$ cat src/cbnd_pkg.sv
// Shared constants, codes and types of the CAN boot node discovery block.
`default_nettype none

package cbnd_pkg;

  // Node list sizing
  localparam int MAX_NODE_COUNT = 16;
  localparam int IDX_W = (MAX_NODE_COUNT > 1) ? $clog2(MAX_NODE_COUNT) : 1;
  localparam int KEY_W = 8 + IDX_W;

  // Frame matching
  localparam logic [31:0] ID_MASK       = 32'h0000_07FF;
  localparam logic [31:0] BOOT_FRAME_ID = 32'h0000_0100;

  // Configuration port
  localparam int CFG_IDX_W  = 2;
  localparam int CFG_DATA_W = 32;
  localparam logic [CFG_IDX_W-1:0] CFG_OWN_ID   = 2'd0;
  localparam logic [CFG_IDX_W-1:0] CFG_SEND_IVL = 2'd1;
  localparam logic [CFG_IDX_W-1:0] CFG_TIMEOUT  = 2'd2;

  // Register reset values
  localparam logic [7:0]  OWN_ID_RST   = 8'd0;
  localparam logic [31:0] SEND_IVL_RST = 32'd100;
  localparam logic [31:0] TIMEOUT_RST  = 32'd2000;

  // Request codes
  typedef logic [1:0] req_t;
  localparam req_t REQ_UPDATE = 2'd0;
  localparam req_t REQ_START  = 2'd1;
  localparam req_t REQ_READ   = 2'd2;

  // Discovery phase
  typedef enum logic [1:0] {
    PH_INIT      = 2'd0,
    PH_BROADCAST = 2'd1,
    PH_LISTEN    = 2'd2,
    PH_COMPLETE  = 2'd3
  } phase_t;

  // Sequencer states
  typedef enum logic [3:0] {
    ST_IDLE,
    ST_SEND_CHK,
    ST_TOUT_CHK,
    ST_DUP_RD,
    ST_DUP_CMP,
    ST_SORT_RD,
    ST_SORT_CMP,
    ST_EMIT,
    ST_RESULT
  } state_t;

endpackage

`default_nettype wire

$ cat src/cbnd_ifs.sv
// Request and result channel interfaces of the CAN boot node discovery block.
`default_nettype none

interface cbnd_cmd_if;
  logic        valid;
  logic        ready;
  logic [1:0]  req_type;
  logic [31:0] now_ms;
  logic        frame_valid;
  logic [31:0] frame_id;
  logic [3:0]  frame_len;
  logic [7:0]  frame_byte0;

  modport source (
    output valid, req_type, now_ms, frame_valid, frame_id, frame_len, frame_byte0,
    input  ready
  );
  modport sink (
    input  valid, req_type, now_ms, frame_valid, frame_id, frame_len, frame_byte0,
    output ready
  );
endinterface

interface cbnd_res_if;
  logic       valid;
  logic       ready;
  logic       send_boot;
  logic       boot_done;
  logic [1:0] phase;
  logic [6:0] node_count;
  logic [7:0] node_id;
  logic       last;

  modport source (
    output valid, send_boot, boot_done, phase, node_count, node_id, last,
    input  ready
  );
  modport sink (
    input  valid, send_boot, boot_done, phase, node_count, node_id, last,
    output ready
  );
endinterface

`default_nettype wire

$ cat src/can_boot_node_discovery_core.sv
// Top level of the CAN boot node discovery block: sequencer, timer unit and node list.
//
//  channel   | dir | handshake        | payload
//  ----------+-----+------------------+---------------------------------------------
//  cmd       | in  | valid / ready    | req_type, now_ms, frame_valid, frame_id, ...
//  res       | out | valid / ready    | send_boot, boot_done, phase, node_count, ...
//  cfg       | in  | cfg_we           | cfg_index, cfg_data
//
//  Start and status-only items go straight to the result; an update uses one elapsed-time
//  subtractor up to twice (send interval, then timeout), then scans the node RAM for duplicates.
//  A read gives n = count + 1 results: each result is one selection pass over the
//  single-port node RAM with a registered read.
//  cmd.ready is high only when the sequencer is idle; a full result register stalls it.
//  rst is synchronous; the node RAM needs no clearing, entries past count are unread.
`default_nettype none

module can_boot_node_discovery_core (
  input  logic                             clk,
  input  logic                             rst,
  cbnd_cmd_if.sink                         cmd,
  cbnd_res_if.source                       res,
  input  logic                             cfg_we,
  input  logic [cbnd_pkg::CFG_IDX_W-1:0]   cfg_index,
  input  logic [cbnd_pkg::CFG_DATA_W-1:0]  cfg_data
);
  import cbnd_pkg::*;

  localparam logic [IDX_W-1:0] CNT_LIMIT = IDX_W'(MAX_NODE_COUNT - 1);

  // Configuration registers
  logic [7:0]  own_id;
  logic [31:0] send_ivl;
  logic [31:0] tout_ms;

  // Discovery state
  state_t           state, state_next;
  phase_t           phase;
  logic [31:0]      start_time;
  logic [31:0]      last_send;
  logic             done_flag;
  logic [IDX_W-1:0] count;

  // Item working registers
  logic [31:0]      now_r;
  logic [7:0]       fb0_r;
  logic             frame_hit_r;
  logic             send_r;
  logic [IDX_W-1:0] scan;
  logic [IDX_W-1:0] emitted;
  logic [KEY_W-1:0] prev_key;
  logic             have_prev;
  logic [KEY_W-1:0] best_key;
  logic             best_valid;

  // Node RAM
  logic [7:0]       mem [MAX_NODE_COUNT];
  logic [7:0]       rdata;
  logic [IDX_W-1:0] raddr;
  logic             mem_we;

  // Result register
  logic       res_valid;
  logic       out_send;
  logic       out_done;
  logic [1:0] out_phase;
  logic [6:0] out_count;
  logic [7:0] out_id;
  logic       out_last;
  logic       can_load;

  // Shared timer unit and sort compare
  logic [31:0]      op_base;
  logic [31:0]      op_lim;
  logic [31:0]      elapsed;
  logic             reached;
  logic [7:0]       cur_val;
  logic [KEY_W-1:0] cur_key;
  logic             is_cand;
  logic             better;
  logic             frame_hit;

  assign can_load = !res_valid || res.ready;

  // Qualify a received boot frame at accept
  assign frame_hit = cmd.frame_valid
                  && ((cmd.frame_id & ID_MASK) == BOOT_FRAME_ID)
                  && (cmd.frame_len != 4'd0)
                  && (cmd.frame_byte0 != own_id);

  // Elapsed time against a limit, wrapping at 32 bits
  always_comb begin
    case (state)
      ST_TOUT_CHK: begin
        op_base = start_time;
        op_lim  = tout_ms;
      end
      default: begin
        op_base = last_send;
        op_lim  = send_ivl;
      end
    endcase
    elapsed = now_r - op_base;
    reached = (elapsed >= op_lim);
  end

  // Selection key: value, then position (own ID at position 0)
  assign cur_val = (scan == '0) ? own_id : rdata;
  assign cur_key = {cur_val, scan};
  assign is_cand = !have_prev || (cur_key > prev_key);
  assign better  = !best_valid || (cur_key < best_key);

  // Next state and RAM control
  always_comb begin
    state_next = state;
    cmd.ready  = 1'b0;
    raddr      = scan;
    mem_we     = 1'b0;
    case (state)
      ST_IDLE: begin
        cmd.ready = 1'b1;
        if (cmd.valid) begin
          case (cmd.req_type)
            REQ_START: state_next = ST_RESULT;
            REQ_READ:  state_next = ST_SORT_RD;
            REQ_UPDATE: begin
              if (phase == PH_BROADCAST || phase == PH_LISTEN) state_next = ST_SEND_CHK;
              else state_next = ST_RESULT;
            end
            default: state_next = ST_RESULT;
          endcase
        end
      end
      ST_SEND_CHK: state_next = (phase == PH_BROADCAST) ? ST_RESULT : ST_TOUT_CHK;
      ST_TOUT_CHK: state_next = frame_hit_r ? ST_DUP_RD : ST_RESULT;
      ST_DUP_RD: begin
        if (scan == count) begin
          mem_we     = (count != CNT_LIMIT);
          state_next = ST_RESULT;
        end else begin
          state_next = ST_DUP_CMP;
        end
      end
      ST_DUP_CMP: state_next = (rdata == fb0_r) ? ST_RESULT : ST_DUP_RD;
      ST_SORT_RD: begin
        raddr      = (scan == '0) ? '0 : scan - 1'b1;
        state_next = ST_SORT_CMP;
      end
      ST_SORT_CMP: state_next = (scan == count) ? ST_EMIT : ST_SORT_RD;
      ST_EMIT: begin
        if (can_load) state_next = (emitted == count) ? ST_IDLE : ST_SORT_RD;
      end
      ST_RESULT: begin
        if (can_load) state_next = ST_IDLE;
      end
      default: state_next = ST_IDLE;
    endcase
  end

  // State register
  always_ff @(posedge clk) begin
    if (rst) begin
      state <= ST_IDLE;
    end else begin
      state <= state_next;
    end
  end

  // Node RAM with registered read
  always_ff @(posedge clk) begin
    if (mem_we) mem[count] <= fb0_r;
    rdata <= mem[raddr];
  end

  // Configuration and discovery state
  always_ff @(posedge clk) begin
    if (rst) begin
      own_id     <= OWN_ID_RST;
      send_ivl   <= SEND_IVL_RST;
      tout_ms    <= TIMEOUT_RST;
      phase      <= PH_INIT;
      start_time <= '0;
      last_send  <= '0;
      done_flag  <= 1'b0;
      count      <= '0;
      send_r     <= 1'b0;
      scan       <= '0;
      emitted    <= '0;
      have_prev  <= 1'b0;
      best_valid <= 1'b0;
    end else begin
      if (cfg_we) begin
        case (cfg_index)
          CFG_OWN_ID:   own_id   <= cfg_data[7:0];
          CFG_SEND_IVL: send_ivl <= cfg_data;
          CFG_TIMEOUT:  tout_ms  <= cfg_data;
          default: ;
        endcase
      end
      case (state)
        ST_IDLE: begin
          if (cmd.valid) begin
            send_r     <= 1'b0;
            scan       <= '0;
            emitted    <= '0;
            have_prev  <= 1'b0;
            best_valid <= 1'b0;
            if (cmd.req_type == REQ_START) begin
              phase      <= PH_BROADCAST;
              start_time <= cmd.now_ms;
              last_send  <= '0;
            end
            if (cmd.req_type == REQ_UPDATE && phase == PH_COMPLETE) done_flag <= 1'b1;
          end
        end
        ST_SEND_CHK: begin
          if (reached) begin
            send_r    <= 1'b1;
            last_send <= now_r;
          end
          if (phase == PH_BROADCAST) phase <= PH_LISTEN;
        end
        ST_TOUT_CHK: begin
          if (reached) phase <= PH_COMPLETE;
        end
        ST_DUP_RD: begin
          if (mem_we) count <= count + 1'b1;
        end
        ST_DUP_CMP: scan <= scan + 1'b1;
        ST_SORT_CMP: begin
          if (is_cand && better) best_valid <= 1'b1;
          if (scan != count) scan <= scan + 1'b1;
        end
        ST_EMIT: begin
          if (can_load) begin
            have_prev  <= 1'b1;
            best_valid <= 1'b0;
            scan       <= '0;
            emitted    <= emitted + 1'b1;
          end
        end
        default: ;
      endcase
    end
  end

  // Item payload latches and selection keys
  always_ff @(posedge clk) begin
    if (state == ST_IDLE && cmd.valid) begin
      now_r       <= cmd.now_ms;
      fb0_r       <= cmd.frame_byte0;
      frame_hit_r <= frame_hit;
    end
    if (state == ST_SORT_CMP && is_cand && better) best_key <= cur_key;
    if (state == ST_EMIT && can_load) prev_key <= best_key;
  end

  // Result register
  always_ff @(posedge clk) begin
    if (rst) begin
      res_valid <= 1'b0;
    end else if (can_load && (state == ST_EMIT || state == ST_RESULT)) begin
      res_valid <= 1'b1;
    end else if (res.ready) begin
      res_valid <= 1'b0;
    end
  end

  always_ff @(posedge clk) begin
    if (can_load && (state == ST_EMIT || state == ST_RESULT)) begin
      out_done  <= done_flag;
      out_phase <= phase;
      out_count <= 7'(count) + 7'd1;
      if (state == ST_EMIT) begin
        out_send <= 1'b0;
        out_id   <= best_key[KEY_W-1 -: 8];
        out_last <= (emitted == count);
      end else begin
        out_send <= send_r;
        out_id   <= 8'd0;
        out_last <= 1'b1;
      end
    end
  end

  assign res.valid      = res_valid;
  assign res.send_boot  = out_send;
  assign res.boot_done  = out_done;
  assign res.phase      = out_phase;
  assign res.node_count = out_count;
  assign res.node_id    = out_id;
  assign res.last       = out_last;

  // A selection pass always finds a next key
  a_emit_has_best: assert property (@(posedge clk) disable iff (rst)
    state == ST_EMIT |-> best_valid)
    else $error("readout pass found no next node");

  // Done only follows the complete phase
  a_done_from_complete: assert property (@(posedge clk) disable iff (rst)
    $rose(done_flag) |-> $past(phase) == PH_COMPLETE)
    else $error("done flag set outside complete phase");

  // Boot request only from an update result, never from a readout
  a_send_status_only: assert property (@(posedge clk) disable iff (rst)
    res.valid && res.send_boot |->
      res.last && res.node_id == 8'd0
      && (res.phase == PH_LISTEN || res.phase == PH_COMPLETE))
    else $error("boot request on unexpected result");

  // The node list only grows
  a_count_grows: assert property (@(posedge clk) disable iff (rst)
    count >= $past(count))
    else $error("node count decreased");

endmodule

`default_nettype wire
$ cat src/flat_wrapper.sv
// flat-port wrapper written by rule: the top's interface ports become plain ports
module can_boot_node_discovery_core_flat import cbnd_pkg::*;
  (clk, rst, cfg_we, cfg_index, cfg_data, cmd_valid, cmd_req_type, cmd_now_ms, cmd_frame_valid, cmd_frame_id, cmd_frame_len, cmd_frame_byte0, cmd_ready, res_valid, res_send_boot, res_boot_done, res_phase, res_node_count, res_node_id, res_last, res_ready);
  cbnd_cmd_if cmd_i ();
  cbnd_res_if res_i ();
  input  logic clk;
  input  logic rst;
  input  logic cfg_we;
  input  logic [cbnd_pkg::CFG_IDX_W-1:0] cfg_index;
  input  logic [cbnd_pkg::CFG_DATA_W-1:0] cfg_data;
  input wire logic [$bits(cmd_i.valid)-1:0] cmd_valid;
  input wire logic [$bits(cmd_i.req_type)-1:0] cmd_req_type;
  input wire logic [$bits(cmd_i.now_ms)-1:0] cmd_now_ms;
  input wire logic [$bits(cmd_i.frame_valid)-1:0] cmd_frame_valid;
  input wire logic [$bits(cmd_i.frame_id)-1:0] cmd_frame_id;
  input wire logic [$bits(cmd_i.frame_len)-1:0] cmd_frame_len;
  input wire logic [$bits(cmd_i.frame_byte0)-1:0] cmd_frame_byte0;
  output wire logic [$bits(cmd_i.ready)-1:0] cmd_ready;
  output wire logic [$bits(res_i.valid)-1:0] res_valid;
  output wire logic [$bits(res_i.send_boot)-1:0] res_send_boot;
  output wire logic [$bits(res_i.boot_done)-1:0] res_boot_done;
  output wire logic [$bits(res_i.phase)-1:0] res_phase;
  output wire logic [$bits(res_i.node_count)-1:0] res_node_count;
  output wire logic [$bits(res_i.node_id)-1:0] res_node_id;
  output wire logic [$bits(res_i.last)-1:0] res_last;
  input wire logic [$bits(res_i.ready)-1:0] res_ready;
  assign cmd_i.valid = cmd_valid;
  assign cmd_i.req_type = cmd_req_type;
  assign cmd_i.now_ms = cmd_now_ms;
  assign cmd_i.frame_valid = cmd_frame_valid;
  assign cmd_i.frame_id = cmd_frame_id;
  assign cmd_i.frame_len = cmd_frame_len;
  assign cmd_i.frame_byte0 = cmd_frame_byte0;
  assign cmd_ready = cmd_i.ready;
  assign res_valid = res_i.valid;
  assign res_send_boot = res_i.send_boot;
  assign res_boot_done = res_i.boot_done;
  assign res_phase = res_i.phase;
  assign res_node_count = res_i.node_count;
  assign res_node_id = res_i.node_id;
  assign res_last = res_i.last;
  assign res_i.ready = res_ready;
  can_boot_node_discovery_core u_core (.clk(clk), .rst(rst), .cmd(cmd_i), .res(res_i), .cfg_we(cfg_we), .cfg_index(cfg_index), .cfg_data(cfg_data));
endmodule
$ cat config.mk
export PLATFORM = sky130hd
export DESIGN_NAME = can_boot_node_discovery_core_flat
export DESIGN_NICKNAME = d
export VERILOG_FILES = /design/src/cbnd_pkg.sv /design/src/cbnd_ifs.sv /design/src/can_boot_node_discovery_core.sv /design/src/flat_wrapper.sv
export SDC_FILE = /design/constraint.sdc
export NUM_CORES = 1
export LEC_CHECK = 0
export ABC_AREA = 1
export BUFFER_PORTS_ARGS = -buffer_cell sky130_fd_sc_hd__buf_2
export CELL_PAD_IN_SITES_DETAIL_PLACEMENT = 1
export CELL_PAD_IN_SITES_GLOBAL_PLACEMENT = 1
export CORE_MARGIN = 2
export CORE_UTILIZATION = 42
export CTS_CLUSTER_SIZE = 10
export DETAILED_ROUTE_END_ITERATION = 8
export PLACE_DENSITY_LB_ADDON = 0.25
export SYNTH_ARGS = -nofsm -noshare
export SYNTH_HDL_FRONTEND = slang
export SYNTH_SLANG_ARGS = --single-unit
export TNS_END_PERCENT = 10
$ cat constraint.sdc
create_clock -name clk -period 4.4 [get_ports clk]
set_input_delay 0.22 -clock clk [delete_from_list [all_inputs] [get_ports clk]]
set_output_delay 0.22 -clock clk [all_outputs]
set_load 0.01 [all_outputs]
* After elaboration in Yosys (flattened, before gate mapping)
Memories as Yosys holds them, arrays and structs flattened. A register that Yosys moved wholly into a read port is not among the register bits.
Index checks and enable logic that the tools add are counted.
** Word-level totals
- Bits of input ports :: 118
- Output and inout bits :: 22
- Bits in registers :: 244
- Bits in latches :: 0
- Memory bits (writable) :: 128
- Word-level logic and storage cells :: 155
- Memories kept :: 1
- Bits in read-only memories :: 0
** Operators by class
- $add $sub $neg :: 6
- Multiply operators :: 0
- Multiplexer cells :: 46
- Reduce and logical (&&, ||, !) cells :: 42
- Bitwise operators :: 0
- Equality and inequality tests :: 31
- Order comparisons :: 3
- Shift-type cells :: 0
- Divide/modulo/power cells :: 0
** Memories
- u_core.mem :: depth 16, width 8, read ports 1, clocked after Yosys merged registers in 1, wr ports 1, line can_boot_node_discovery_core.sv:56 : logic [7:0] mem [MAX_NODE_COUNT];
** Operator list (number)
- $mux 32 :: 5
- $pmux 32 s2 :: 1
- $mux 4 :: 13
- $pmux 4 s9 :: 1
- $ge 32x32->1 :: 1
- $sub 32x32->32 :: 1
- $eq 4x3->1 const B :: 4
- $ne 2x1->1 const B :: 8
- $pmux 4 s2 :: 2
- $pmux 4 s4 :: 1
- $reduce_and 3->1 :: 5
- $add 4x1->4 const B :: 3
- $gt 12x12->1 :: 1
- $lt 12x12->1 :: 1
- $mux 1 :: 12
- $reduce_and 4->1 :: 3
- $eq 11x9->1 const B :: 1
- $logic_and 1x1->1 :: 10
- $mux 2 :: 5
- $eq 2x2->1 const B :: 4
- $eq 4x2->1 const B :: 2
- $eq 4x4->1 :: 2
- $eq 8x8->1 :: 1
- $logic_not 4->1 :: 2
- other kinds (22) :: 39

* Longest topological paths before layout
Gate-level depths: netlist of the first run.
- Depth in word-level cells :: 7
- Mapped depth :: 32
- Depth with buffers taken out :: 30

* Worst setup path after synthesis of the first run
No wires, ideal clock.
- Path kind :: register to register
- From :: register u_core.state[1]
- To :: register u_core.last_send[10]
- Arrival :: 4322 ps
- Setup slack :: 7 ps
- Setup time :: 70 ps
- Clock period less this slack :: 4393 ps
- Path buffers :: 3
- Cell stages (with the launch flop) :: 25
- Data required time :: 4330 ps
- Cell sequence :: dfxtp_1 inv_1 nor2_1 nand2_1 clkbuf_1 buf_2 nand2_1 nand2_1 ha_1 fa_1 o21ai_0 a21oi_1 o21ai_0 nand3_1 nand3_1 nand2_1 ha_1 nand2_1 nor3_1 nor2b_1 nand2_1 nand3_1 clkbuf_1 nand3_1 a21oi_1
** On the way
- Longest elaborated chain between the ends :: 6
- Elaborated cells on any way between the ends :: 13
- Those cells by class :: add/sub: 1; order compare: 1; eq/ne: 5; mux: 3; reduce/logical: 3
** Ends and longest elaborated chain
- start, declared :: line can_boot_node_discovery_core.sv:36 : state_t state, state_next;
- start signal, assigned :: line can_boot_node_discovery_core.sv:164 : state <= state_next;
- $eq 4x2->1 :: line can_boot_node_discovery_core.sv:92 : case (state)
- $mux 32 :: line can_boot_node_discovery_core.sv:92
- $sub 32x32->32 :: line can_boot_node_discovery_core.sv:102 : elapsed = now_r - op_base;
- $ge 32x32->1 :: line can_boot_node_discovery_core.sv:103 : reached = (elapsed >= op_lim);
- $ne 2x1->1 (no source line)
- $reduce_and 4->1 (no source line)
- end signal, assigned :: line can_boot_node_discovery_core.sv:218 : last_send <= now_r;
- end, declared :: line can_boot_node_discovery_core.sv:39 : logic [31:0] last_send;
Parallel ways exist; a longest one is shown, timed or not.
A chain may end at the register's enable or synchronous reset.

* Worst setup path after layout of the first run
- From :: register u_core.state[1]
- To :: register u_core.last_send[7]
Same word-level chain as after synthesis.

==> results of run 1 <==
stage by stage:
step | area (um2) | power (uW)
global placement | 19800 | 8480
global route | 22700 | 13600
floorplan | 18300 | 7040
CTS | 21900 | 12300
detailed placement | 19800 | 8700
finish | 22700 | 12800
logic make-up (layout without fill, tap and decap cells):
group / count (synthesis) / after routing / share of synthesized area, %
xor gates and xnor gates: 54 / 54 / 2.59
and+or+nand+nor: 727 / 728 / 16.5
muxes: 61 / 61 / 3.35
other: 1 / 10 / 0.0206
AOI/OAI and AO/OA: 397 / 397 / 12.3
buffers and inverters: 253 / 535 / 5.56
adders and majority gates: 96 / 96 / 6.63
DFF: 378 / 378 / 53.1
registers in the layout, indices dropped and copies added, names as in the netlist, 5 cells and up:
register               flops
u_core.best_key           12
u_core.fb0_r               8
u_core.last_send          32
u_core.mem               128
u_core.now_r              32
u_core.own_id              8
u_core.prev_key           12
u_core.rdata               8
u_core.res.node_count      5
u_core.res.node_id         8
u_core.send_ivl           32
u_core.start_time         32
u_core.tout_ms            32
cell usage in the layout, fill, tap and decap left out, types with 5 or more instances in the layout:
cell                            count
sky130_fd_sc_hd__inv_2             16
sky130_fd_sc_hd__ha_1              89
sky130_fd_sc_hd__inv_1            156
sky130_fd_sc_hd__nand2_1          241
sky130_fd_sc_hd__nand2_2           28
sky130_fd_sc_hd__dfxtp_1          164
sky130_fd_sc_hd__o21ai_0          178
sky130_fd_sc_hd__xor2_1            26
sky130_fd_sc_hd__dlygate4sd3_1     72
sky130_fd_sc_hd__a21oi_1           92
sky130_fd_sc_hd__o211ai_2           6
sky130_fd_sc_hd__a31oi_1            6
sky130_fd_sc_hd__a21o_1            10
sky130_fd_sc_hd__mux2i_1           58
sky130_fd_sc_hd__nor4_1             5
sky130_fd_sc_hd__nand4_1           15
sky130_fd_sc_hd__xnor2_1           23
sky130_fd_sc_hd__buf_12             5
sky130_fd_sc_hd__o21ai_2            6
sky130_fd_sc_hd__nor2_2            11
sky130_fd_sc_hd__nor3_4             5
sky130_fd_sc_hd__nand3_1           91
sky130_fd_sc_hd__nor3_1             8
sky130_fd_sc_hd__edfxtp_1         211
sky130_fd_sc_hd__clkbuf_1          27
sky130_fd_sc_hd__buf_4             81
sky130_fd_sc_hd__o211ai_1          45
sky130_fd_sc_hd__clkbuf_16         49
sky130_fd_sc_hd__a21oi_2           21
sky130_fd_sc_hd__buf_2            116
sky130_fd_sc_hd__o21ai_1           11
sky130_fd_sc_hd__nand2_4           10
sky130_fd_sc_hd__conb_1            10
sky130_fd_sc_hd__nor2_1           292
final cells by class:
class                           instances  area, um2
Inverter                              174        658
Clock inverter                          6       95.1
Tap cell                              585        732
Clock buffer                           73       1240
Fill cell                            4882      20300
Sequential cell                       378       9680
Timing Repair Buffer                  282       2150
Multi-Input combinational cell       1346       8150
path summary, 6_finish.rpt:
| check | start | end | slack, ns | cells after the start |
|---|---|---|---|---|
| worst max-delay path | u_core.state[1] | u_core.last_send[7] | 0.06 | 26 |
| worst min-delay path | cmd_frame_id[6] | u_core.frame_hit_r | 0.04 | 4 |
| worst max register to register | u_core.state[1] | u_core.last_send[7] | 0.06 | 26 |
| worst min register to register | u_core.best_key[3] | u_core.prev_key[3] | 0.45 | 0 |
power groups by stage:
stage	combinational (uW)	sequential (uW)	clock (uW)
floorplan	2640	4410	0
finish	4900	4460	3460
detailed placement	4170	4520	0
CTS	4290	4450	3520
global route	5390	4500	3670
global placement	3980	4500	0
routing by layer:
metal  vias to the layer above  wire length, um
met5                         -                0
met4                         0             2450
met3                       117             1620
met2                       260            29400
met1                      7543            23200
li1                       7224                -
critical path, stage by stage (launching register included):
cell and delay [ns]:
sky130_fd_sc_hd__dfxtp_2 0.33, sky130_fd_sc_hd__inv_1 0.06, sky130_fd_sc_hd__nor2_4 0.19, sky130_fd_sc_hd__nand2_8 0.12, sky130_fd_sc_hd__clkbuf_16 0.20, sky130_fd_sc_hd__mux2i_1 0.13
sky130_fd_sc_hd__ha_1 0.35, sky130_fd_sc_hd__a21oi_2 0.18, sky130_fd_sc_hd__nor2_1 0.07, sky130_fd_sc_hd__nor2_2 0.19, sky130_fd_sc_hd__o21ai_2 0.11, sky130_fd_sc_hd__buf_4 0.15
sky130_fd_sc_hd__a211oi_2 0.22, sky130_fd_sc_hd__nand2_1 0.12, sky130_fd_sc_hd__xor2_1 0.17, sky130_fd_sc_hd__ha_1 0.30, sky130_fd_sc_hd__nand2_1 0.07, sky130_fd_sc_hd__inv_2 0.08
sky130_fd_sc_hd__nand3_4 0.08, sky130_fd_sc_hd__nor3_4 0.18, sky130_fd_sc_hd__nor2b_4 0.22, sky130_fd_sc_hd__nand2_2 0.08, sky130_fd_sc_hd__nand4_1 0.13, sky130_fd_sc_hd__nand2_4 0.12
sky130_fd_sc_hd__clkbuf_16 0.22, sky130_fd_sc_hd__nand2_1 0.07, sky130_fd_sc_hd__a21oi_1 0.07
repair_timing:
item                                    in CTS  in global routing
hold endpoints to repair                   144                  0
resized for setup                           10                152
hold buffers                                72                  0
pin swaps                                    0                 47
setup buffers                                0                 15
endpoints found under the setup margin      35                 35
cloned                                       0                  7
==> summary by stage, run 1 <==
Power and ir drop
In this run switching power makes up 38.0% of total power. The power share of the clock group is 27.0%. The share of power burned in combinational logic is between 30% and 40%. The analysis attributes to cell leakage a power of 0.00955 uW.

Internal power comes to 7950 uW. VDD sags by at most between 0.0003 and 0.0004 V. The power per unit of standard cell area is 565 mW/mm2.

The share of power burned in registers is between 30% and 40%. The analysis attributes to net switching a power of 4880 uW.

Worst setup path
STA classifies the critical path endpoint as a register. The category of the worst setup path launch point is a register. The critical path is of the reg2reg type. The endpoint required time on the critical path is 4.85 ns. At the worst endpoint, the arrival time is 4.79 ns. The largest fanout on the critical path is 8.

GRT
The overall routing resource usage is 24.2%. The initial antenna violation count was 0. The number of global-route vias before repair is 15900. After global routing the overflow that remains totals 0. Entering global routing, the biggest net connects 88 pins. The global routing stage identified its most utilized layer as met2.

In the global route stage, met2 resource usage came out at between 40% and 50%. Global routing consumed, on the met1 layer, ~28% of the routing resources. For this run, global-route usage on met3 was measured as 2.84%. The wire length of the first global-routing pass is 84.8 mm.

Drt
The total DRC errors in the routed layout is 0. The routed via count is 15100. The DRC violation total after the first TritonRoute iteration is approximately 870.

In this run the remaining antenna-violating nets after routing total 0. The wire length per cell after detailed routing is 19.9 um. The length of the first detailed-routing pass in iterations is 5. The vias per cell is 5.32. The total routed wirelength is 56.7 mm.

Timing
Dividing the final minimum period by the clock period gives a little over nine tenths. Setup repair after global routing could not meet its margin everywhere. The count of final hold-check violations is 0. The worst max-slew margin expressed relative to the limit is 20.0%. The number of pins exceeding their max-slew limit in the final report is 0. The actual transition at the worst max-transition pin is 1.20 ns.

The worst-case hold slack is 0.0379 ns. Setup violations remaining at the end of the flow were counted as 0. For the final routed database, the setup TNS stands at 0 ns.

The clock period minus worst slack is between 4 and 5 ns. Based on the critical path, the design can be clocked at up to about 230 MHz. Across all setup checks in the final design, the least slack found is approximately 0.055 ns. Clock skew on the completed layout was measured at approximately 0.026 ns.

Flow run
The max capacitance violation total is 0.

Final layout
The post-route netlist has roughly 18% of its cells at a drive strength greater than 1. The number of standard cells in the layout, taps in and fillers out is between 2000 and 3000. The final net count is between 2000 and 2500. The repair_antennas step left the layout with diodes totalling 0. The layout overhead on the synthesized area is 24.5%. The final core area utilization is 52.8%.

Floorplanning
The die covers 0.0451 mm2. The placeable core region is 0.0430 mm2. After floorplanning, the core was divided into 76 placement rows. In this run the vertical extent of the chip is 212 um. For this configuration, the core starts out at a cell density of 42.4%. The die is 212 um wide.

During I/O placement, the number of pins put on the boundary was 140.

Logic synthesis
The share of flip-flops with an asynchronous set or reset after synthesis is 0%. Sorting the synthesized cells by how often they occur yields 304 x sky130_fd_sc_hd__nor2_1, 277 x sky130_fd_sc_hd__nand2_1, 211 x sky130_fd_sc_hd__edfxtp_1, 191 x sky130_fd_sc_hd__o21ai_0, 167 x sky130_fd_sc_hd__dfxtp_1. The top cell type by total area after synthesis is sky130_fd_sc_hd__edfxtp_1. By area the synthesized netlist is led by sky130_fd_sc_hd__edfxtp_1 35%, sky130_fd_sc_hd__dfxtp_1 18%, sky130_fd_sc_hd__ha_1 6.5%. The average footprint of a synthesized cell is 9.27 um2. In the post-synthesis netlist, the cell with the most instances is sky130_fd_sc_hd__nor2_1. The number of flops mapped to enable cells by yosys is 211. The number of unique standard cell types used by synthesis is 47.

The total of warnings raised by yosys is 0. Synthesis inferred 378 register bits. The synthesized netlist occupies a cell area of 0.0182 mm2. For this run, the leading register cell type out of synthesis is sky130_fd_sc_hd__edfxtp_1.

Synthesis produced ~2000 cells. After synthesis, the largest area contributor takes up 34.7% of total cell area. Sequential elements use 53.1% of the synthesized area.

Place
The cell count after placement is 2672. Timing analysis after detailed placement gives a worst setup slack of -0.153 ns. The quantity of I/O buffers inserted on ports is 116. The global placement routability congestion is 0.927. The placed wire-length estimate is 37.2 mm.

Clock tree
The number of clock buffers added by TritonCTS is 45. The clock tree from TritonCTS is built. After clock tree synthesis, the clock-pin slew on the worst setup and hold paths is about 0.050 ns. CTS saw 378 sinks.

In this run the number of H-tree levels came out at 2. The maximum count of clock buffers along a single path is 3. The master cell of the clock root buffer is sky130_fd_sc_hd__clkbuf_16. The clock reaches the later pin of the worst-skew pair after 0.60 ns.

Status
The flow ran to the end, and the final reports show no timing, DRC or antenna violations.

Hold path
The min-delay analysis places its worst path in the category in2reg.
(Power assumes the default switching activity.)
==> run 2: changes to the inputs <==
CORE_UTILIZATION = 43   (was 42)
CTS_CLUSTER_DIAMETER = 60   (was not set)
clock period = 5.62 ns   (was 4.4 ns; I/O delays follow)
==> run 2 against run 1 <==
Maximum frequency is 16% lower; global-route usage is 0.48 points higher; final cell count shrank 4.2%; utilization fell by 1.6 points; clock skew grew 0.0026 ns; critical endpoint is now u_core.phase[1]; register-to-register slack better by 0.42 ns; via count down 2.8%.
==> summary by stage, run 2 (synthesis results as in run 1) <==
Clock tree
The clock tree from TritonCTS is built. The cell sitting at the root of the clock tree is a sky130_fd_sc_hd__clkbuf_16. For this design, the sink count on the clock tree is between 300 and 400. The total clock buffers created by CTS is 47. The post-cts hold buffer count is 72. After clock tree synthesis, the clock-pin slew on the worst setup and hold paths is 0.06 ns. In this run, post-CTS repair resized a total of 0 instances. The count of H-tree levels built during CTS is 2. The maximum count of clock buffers along a single path is 3. For the worst-skew pair, the clock arrives at the later sink with an insertion delay of 0.59 ns.

The number of setup buffers added after CTS is 0.

Final layout
The largest register by flop count is u_core.mem. Cells with a size suffix above 1 make up 10.2% of the layout. The final net count is roughly 2400. 0 antenna diodes ended up in the layout. The top cell types in the final layout, fill and taps aside, are 302 x sky130_fd_sc_hd__nor2_1, 276 x sky130_fd_sc_hd__nand2_1, 211 x sky130_fd_sc_hd__edfxtp_1. The number of flip-flops in the largest register is 128.

Summing all non-filler instances in the final layout gives an area of 0.0215 mm2. Relative to the synthesized area, the layout overhead comes to 17.8%. The library cell used most frequently in the layout, excluding fill and tap cells, is sky130_fd_sc_hd__nor2_1.

Drt
The wire length per cell after detailed routing is 19.6 um. The length of the first detailed-routing pass in iterations is 5. Summed over all layers, the routed wires come to 53.5 mm. Once detail routing completed, the nets flagged for antenna violations numbered 0.

The vias per cell is roughly 5.4. The DRC violation total after the first TritonRoute iteration is between 700 and 800. The routed via count is 14700. The total DRC errors in the routed layout is 0.

Timing
The count of final hold-check violations is 0. The worst pin sits at a relative slew slack of 17.1%. The number of pins exceeding their max-slew limit in the final report is 0.

Summed over all failing endpoints, the final setup total negative slack is 0 ns. Setup violations remaining at the end of the flow were counted as 0. After layout, the worst path uses between 90% and 100% of the clock period. Counting I/O delays and the setup requirement, the final critical path takes 5.14 ns.

On the final layout, the worst clock skew is 0.0288 ns. For the pin with the worst max-slew slack, the measured transition is 1.24 ns. Derived from the worst setup path, the maximum achievable clock frequency is 194 MHz. Setup repair after global routing left no endpoint under its margin.

GRT
Entering global routing, the biggest net connects 90 pins. The number of global-route vias before repair is between 15000 and 20000. The first global-routing pass estimated 85.7 mm of wire. The initial antenna violation count is 0.

Global routing finished with a remaining overflow of 0. The overall routing resource usage is 24.7%.

Flow run
The max capacitance violation total is 0.

Power and ir drop
In this run switching power makes up 37.0% of total power. Combinational logic burns between 30% and 40% of the power. In this run, the clock network consumes 30.1% of the power. Sequential cells account for 37.1% of the total power. In this run the power spent charging and discharging nets is about 3500 uW.

Overall power consumption after layout is estimated at 9410 uW. Summed over all cells, the static leakage comes to 0.00910 uW. The worst supply voltage drop on vdd is 0.000302 V. The internal portion of the total power is 5930 uW.

Dividing total power by cell area gives a power density of 438 mW/mm2.

Worst setup path
For the worst setup path, the data required time is 6.12 ns. The arrival time reported for the critical path endpoint is about 5.7 ns. For this run, the slowest stage of the critical path takes 0.70 ns. Walking the worst path, the cells encountered are inv_1 > nand2_1 > inv_1 > nand2_4 > buf_4 > mux2i_1 > ha_1 > nand2_1 > nor4_1 > nand3_1 > nand3_1 > a21oi_1 > xnor2_1 > ha_1 > nand2_1 > inv_1 > nand3_1 > nor3_1 > nor2b_1 > nand2_1 > nand3_1 > buf_4 > o21ai_0 > a21oi_1. Counting both buffers and inverters, the worst setup path holds a total of 5.

The cell type of the slowest stage on the worst timing path is sky130_fd_sc_hd__nor4_1. The worst setup path is captured at a register. The largest fanout on the critical path is 18. The critical path in this run is classified as reg2reg. The category of the worst setup path launch point is a register.

The cell family contributing the most delay on the critical path is simple AND/OR/NAND/NOR gates.

Place
The quantity of I/O buffers inserted on ports is 116. The global placement routability congestion is 0.901. In this run the cell area measured after placement is slightly below 0.02 mm2. The placed wire-length estimate is approximately 36 mm.

Floorplanning
The initial core utilization is 43.5%. The placeable core region is ~0.042 mm2. The floorplan has between 70 and 80 rows. The total die area is around 0.044 mm2.

During I/O placement, the number of pins put on the boundary was 140. The floorplan die width is ~210 um. Measured along the y axis, the die boundary spans 210 um.

Status
The flow ran to the end, and the final reports show no timing, DRC or antenna violations.

Hold path
The class of the most critical hold timing path is in2reg.
[run 2: area by class of cell]
type / count / area, um2
Tap cell: 539 / 674
Inverter: 174 / 653
Clock buffer: 75 / 1300
Sequential cell: 378 / 9680
Multi-Input combinational cell: 1345 / 7610
Timing Repair Buffer: 205 / 1440
Fill cell: 4813 / 20500
Clock inverter: 9 / 129
[run 2: metal layers]
metal	routed length, um	vias to the layer above	global-route usage [%]
met5	0	-	0
li1	-	7081	-
met1	21500	7213	29.0
met4	2090	0	10.5
met2	28000	317	45.5
met3	1920	107	3.10
[run 2: path summary, 6_finish.rpt]
kind,startpoint,cells past startpoint,slack [ns],end
max,u_core.state[3],24,0.48,u_core.phase[1]
min,cmd_frame_id[5],4,0.12,u_core.frame_hit_r
max reg2reg,u_core.state[3],24,0.48,u_core.phase[1]
min reg2reg,u_core.best_key[11],0,0.45,u_core.prev_key[11]
[run 2: stage by stage]
stage | std cells | setup slack, ns | utilization, % | hold slack [ns]
detailed placement | 2569 | 0.634 | 46.1 | 0.430
finish | 2725 | 0.477 | 51.2 | 0.123
global placement | 2569 | 0.811 | 46.1 | 0.429
CTS | 2725 | 0.531 | 51.2 | 0.0699
global route | 2725 | 0.146 | 51.2 | 0.136
floorplan | 1976 | 1.23 | - | 0.380
[run 2: worst min-delay path: cells and delay by family]
kind | cells | cell delay [ns]
and+or+nand+nor | 3 | 0.18
buffers and inverters | 1 | 0.07
[run 2: power groups by stage]
stage	Combinational [uW]	Clock, uW	Sequential (uW)
floorplan	2060	0	3450
global placement	2900	0	3530
detailed placement	3040	0	3540
CTS	3110	2890	3490
global route	3470	3000	3520
finish	3080	2830	3490
==> run 3: changes to the inputs <==
ABC_AREA = not set   (was 1)
==> run 3 against run 2 <==
Area after synthesis decreased by 3.8%; largest cell class unchanged; first-iteration DRC count is 12% lower; critical path depth unchanged; die area is 3.7% lower; register-to-register slack worse by 0.27 ns; synthesized cell count down 22%; clock power decreased by 3%; wire length decreased by 12%; hold slack worse by 0.042 ns; worst setup slack got worse by 0.27 ns.
==> summary by stage, run 3 <==
GRT
The number of global-route vias before repair is 13600. The initial antenna violation count is 5. The global-route congestion overflow total is 0. The first global-routing pass estimated 74.3 mm of wire. The pin count of the biggest net entering global routing is 67.

The overall routing resource usage is 22.6%.

Clock tree
The maximum count of clock buffers along a single path is 3. The total clock buffers created by CTS is 45. The clock latency on the worst-skew pair is 0.58 ns. The clock net in this run drives a total of about 380 sinks. The clock transition at the registers of the reported paths is about 0.060 ns.

TritonCTS built the clock tree. The H-tree was split into 2 levels. The master cell of the clock root buffer is sky130_fd_sc_hd__clkbuf_16.

Logic synthesis
The post-synthesis register bit count is about 380. The average footprint of a synthesized cell is ~12 um2. Counting flops with a built-in enable in the synthesized netlist gives between 200 and 250. The library cell with the highest instance count after synthesis is sky130_fd_sc_hd__nand2_1. Summed over its instances, the top area cell type makes up between 30% and 40% of the synthesized netlist area. After synthesis, the cell types taking the most area are sky130_fd_sc_hd__edfxtp_1 36%, sky130_fd_sc_hd__dfxtp_1 19%, sky130_fd_sc_hd__ha_1 6.8%. Of the total synthesized cell area, the portion taken by XOR and XNOR cells is under 10%. The number of cells produced by synthesis is 1525.

The mux cell area share after synthesis is 9.49%. The top cell type by total area after synthesis is sky130_fd_sc_hd__edfxtp_1. The area of the mapped netlist is 0.0176 mm2. The post-synthesis share of cell area spent on full adders, half adders and majority gates is under 10%. The combinational family with the most area after synthesis is simple AND/OR/NAND/NOR gates.

Ranked by instance count, the synthesized netlist is headed by 221 x sky130_fd_sc_hd__nand2_1, 211 x sky130_fd_sc_hd__edfxtp_1, 167 x sky130_fd_sc_hd__dfxtp_1, 150 x sky130_fd_sc_hd__a21oi_1, 95 x sky130_fd_sc_hd__ha_1. The number of unique standard cell types used by synthesis is 73. The share of flip-flops with an asynchronous set or reset after synthesis is 0%. The synthesized-area fraction occupied by and/or/nand/nor cells is a little under an eighth. For this run, the number of Yosys warnings is 0.

For this run, the leading register cell type out of synthesis is sky130_fd_sc_hd__edfxtp_1. The share of the Yosys chip area taken by registers is a little under three fifths. Summing the areas of all compound-gate instances in the mapped netlist gives between 10 and 15% of the synthesized area.

Floorplanning
The placeable core region is 0.0406 mm2. The floorplan die width is 206 um. The die is 206 um tall. The floorplan has 74 rows. Pin placement for this block handled 140 I/O pins. The initial core utilization is 43.3%. The total die area is 0.0425 mm2.

Drt
The length of the first detailed-routing pass in iterations is 5. The wire length per cell after detailed routing is roughly 20 um. In this run the remaining antenna-violating nets after routing total 0. The vias per cell is 5.46. The total DRC errors in the routed layout is 0. The total routed wirelength is 47.0 mm. Across all layers, the routed design uses 12700 vias. For this block, the initial DRC count from the detailed router was 642.

Final layout
Across the whole layout, storage elements account for ~0.0097 mm2. The area growth from synthesis to layout is 21.6%. Of the cells placed in the final design, the portion with a size suffix greater than 1 is around 18%.

At the end of the flow, the number of nets in the layout was approximately 2000. Fill cells in the final layout number between 4000 and 5000. The register with the most flip-flops in the layout has 128 of them. The leading cell type in the layout, fill and taps excluded is sky130_fd_sc_hd__nand2_1. Ranked by flip-flop count, first place goes to u_core.mem.

Leaving out fill and tap cells, the most frequent cells in the layout are 221 x sky130_fd_sc_hd__nand2_1, 211 x sky130_fd_sc_hd__edfxtp_1, 167 x sky130_fd_sc_hd__dfxtp_1. The area of the multi-input gates is around 0.0076 mm2.

Timing
The final setup skew is between 0.015 and 0.02 ns. Setup violations remaining at the end of the flow were counted as 0. The number of pins exceeding their max-slew limit in the final report is 0. The upper clock frequency limit is 185 MHz. At the pin with the least slew margin, the transition time is 1.16 ns. The part of the cycle the worst path needs is 96.3%. The worst pin sits at a relative slew slack of a little under a quarter. The worst-case hold slack is 0.0817 ns.

The clock period minus worst slack is 5.41 ns. The count of final hold-check violations was 0.

Place
Once detailed placement completed, the half-perimeter wirelength came to 32.6 mm. The count of buffers added on input and output ports is about 120. The global placement routability congestion is ~0.78.

Hold path
In this run the most critical hold path is launched from res_ready. The worst hold path belongs to the class in2reg.

Worst setup path
At the worst endpoint, the arrival time is 5.88 ns. The category of the worst setup path launch point is a register. Traced cell by cell, the critical path runs through or2_1 > nor3_2 > buf_4 > mux2_2 > ha_1 > fa_2 > nor2b_2 > o2111ai_1 > nand3_1 > a21oi_4 > o21ai_2 > a21oi_2 > mux2i_1 > or4_1 > ha_1 > nand4_1 > or2_1 > nor2_1 > a211oi_2 > nand3_1 > nor3b_4 > buf_4 > buf_12 > a22o_1.

The critical path starts at u_core.state[2]. Along the worst path, the maximum fanout reaches 20. The endpoint required time on the critical path is 6.09 ns. The cell type of the slowest stage on the worst timing path is sky130_fd_sc_hd__or4_1. In this run the critical register-to-register path is launched from u_core.state[2].

On the worst path, the slowest cell contributes a delay of roughly 0.54 ns. The worst setup path is captured at a register. The worst setup path is of the reg2reg kind.

Status
The flow ran to the end, and the final reports show no timing, DRC or antenna violations.

Power and ir drop
The total leakage power is ~0.0081 uW. The design draws 7460 uW. The power per unit of standard cell area is 350 mW/mm2. The worst supply voltage drop on vdd is 0.000224 V.

Flow run
The max capacitance violation total is 0.
run 3: changes by cell type after synthesis, sizes merged, moves of 19 or more:
cell | previous run | this run
o21ai | 196 | 24
and3 | 0 | 19
o211ai | 51 | 1
a22o | 0 | 32
a21o | 10 | 29
nor2 | 307 | 73
nand3 | 97 | 18
a21oi | 117 | 155
inv | 173 | 42
mux4 | 0 | 32
nand2 | 279 | 222
mux2i | 61 | 82
run 3: cells by family after synthesis:
family / count (synthesis)
and+or+nand+nor: 442
DFF: 378
AOI/OAI and AO/OA: 307
muxes: 125
buffers and inverters: 119
adders and majority gates: 96
xor gates and xnor gates: 57
other: 1
run 3: worst paths after layout:
path	end	slack, ns	depth (start not counted)
setup / recovery	u_core.last_send[19]	0.21	24
hold / removal	u_core.res.valid	0.08	3
setup reg to reg	u_core.last_send[19]	0.21	24
hold reg to reg	u_core.prev_key[5]	0.45	0
run 3: where the power goes:
part	internal, uW	switching, uW	total, uW
clock network	1580	1170	2750
registers	3080	105	3190
logic	695	831	1530
run 3: worst max-delay path, delay by kind of cell (launching register included):
| family | cells | cell delay (ns) |
|---|---|---|
| flip-flops | 1 | 0.31 |
| AO/OA/AOI/OAI | 6 | 1.04 |
| adder cells (fa/ha/maj) | 3 | 0.91 |
| buffers and inverters | 3 | 0.52 |
| multiplexers | 2 | 0.45 |
| AND/OR/NAND/NOR | 10 | 2.06 |
run 3: cell type report:
cell class	count	share of cell area (%)
inverter	42	0.739
multi-input combinational	1037	35.5
antenna	4	0.0469
tap	532	3.12
sequential	378	45.3
clock buffer	75	5.90
clock inverter	6	0.510
timing repair buffer	261	8.88
run 3: timing repair:
action / in CTS / in global routing
pin swaps: 0 / 8
setup endpoints to repair: 20 / 34
hold buffers: 72 / 0
hold endpoints to repair: 141 / 0
resized for setup: 0 / 27
buffers inserted: 2 / 8
run 3: layer usage:
metal / routed length (um) / GRT usage (%) / vias up
li1: - / - / 6067
met1: 20100 / 28.3 / 6338
met2: 23700 / 39.8 / 253
met3: 2030 / 4.16 / 79
met4: 1180 / 6.25 / 2
met5: 13 / 0 / -
run 3: stage by stage:
stage / std cells / utilization (%) / setup slack [ns] / TNS (ns) / area [um2]
6_report: 2335 / 52.6 / 0.205 / 0 / 21300
5_1_grt: 2333 / 52.6 / -0.0431 / -0.423 / 21300
4_1_cts: 2323 / 52.2 / 0.0686 / 0 / 21200
3_5_place_dp: 2168 / 47.0 / -0.122 / -2.11 / 19000
3_3_place_gp: 2168 / 47.0 / -0.0167 / -0.287 / 19000
2_1_floorplan: 1534 / - / 0.112 / 0 / 17600
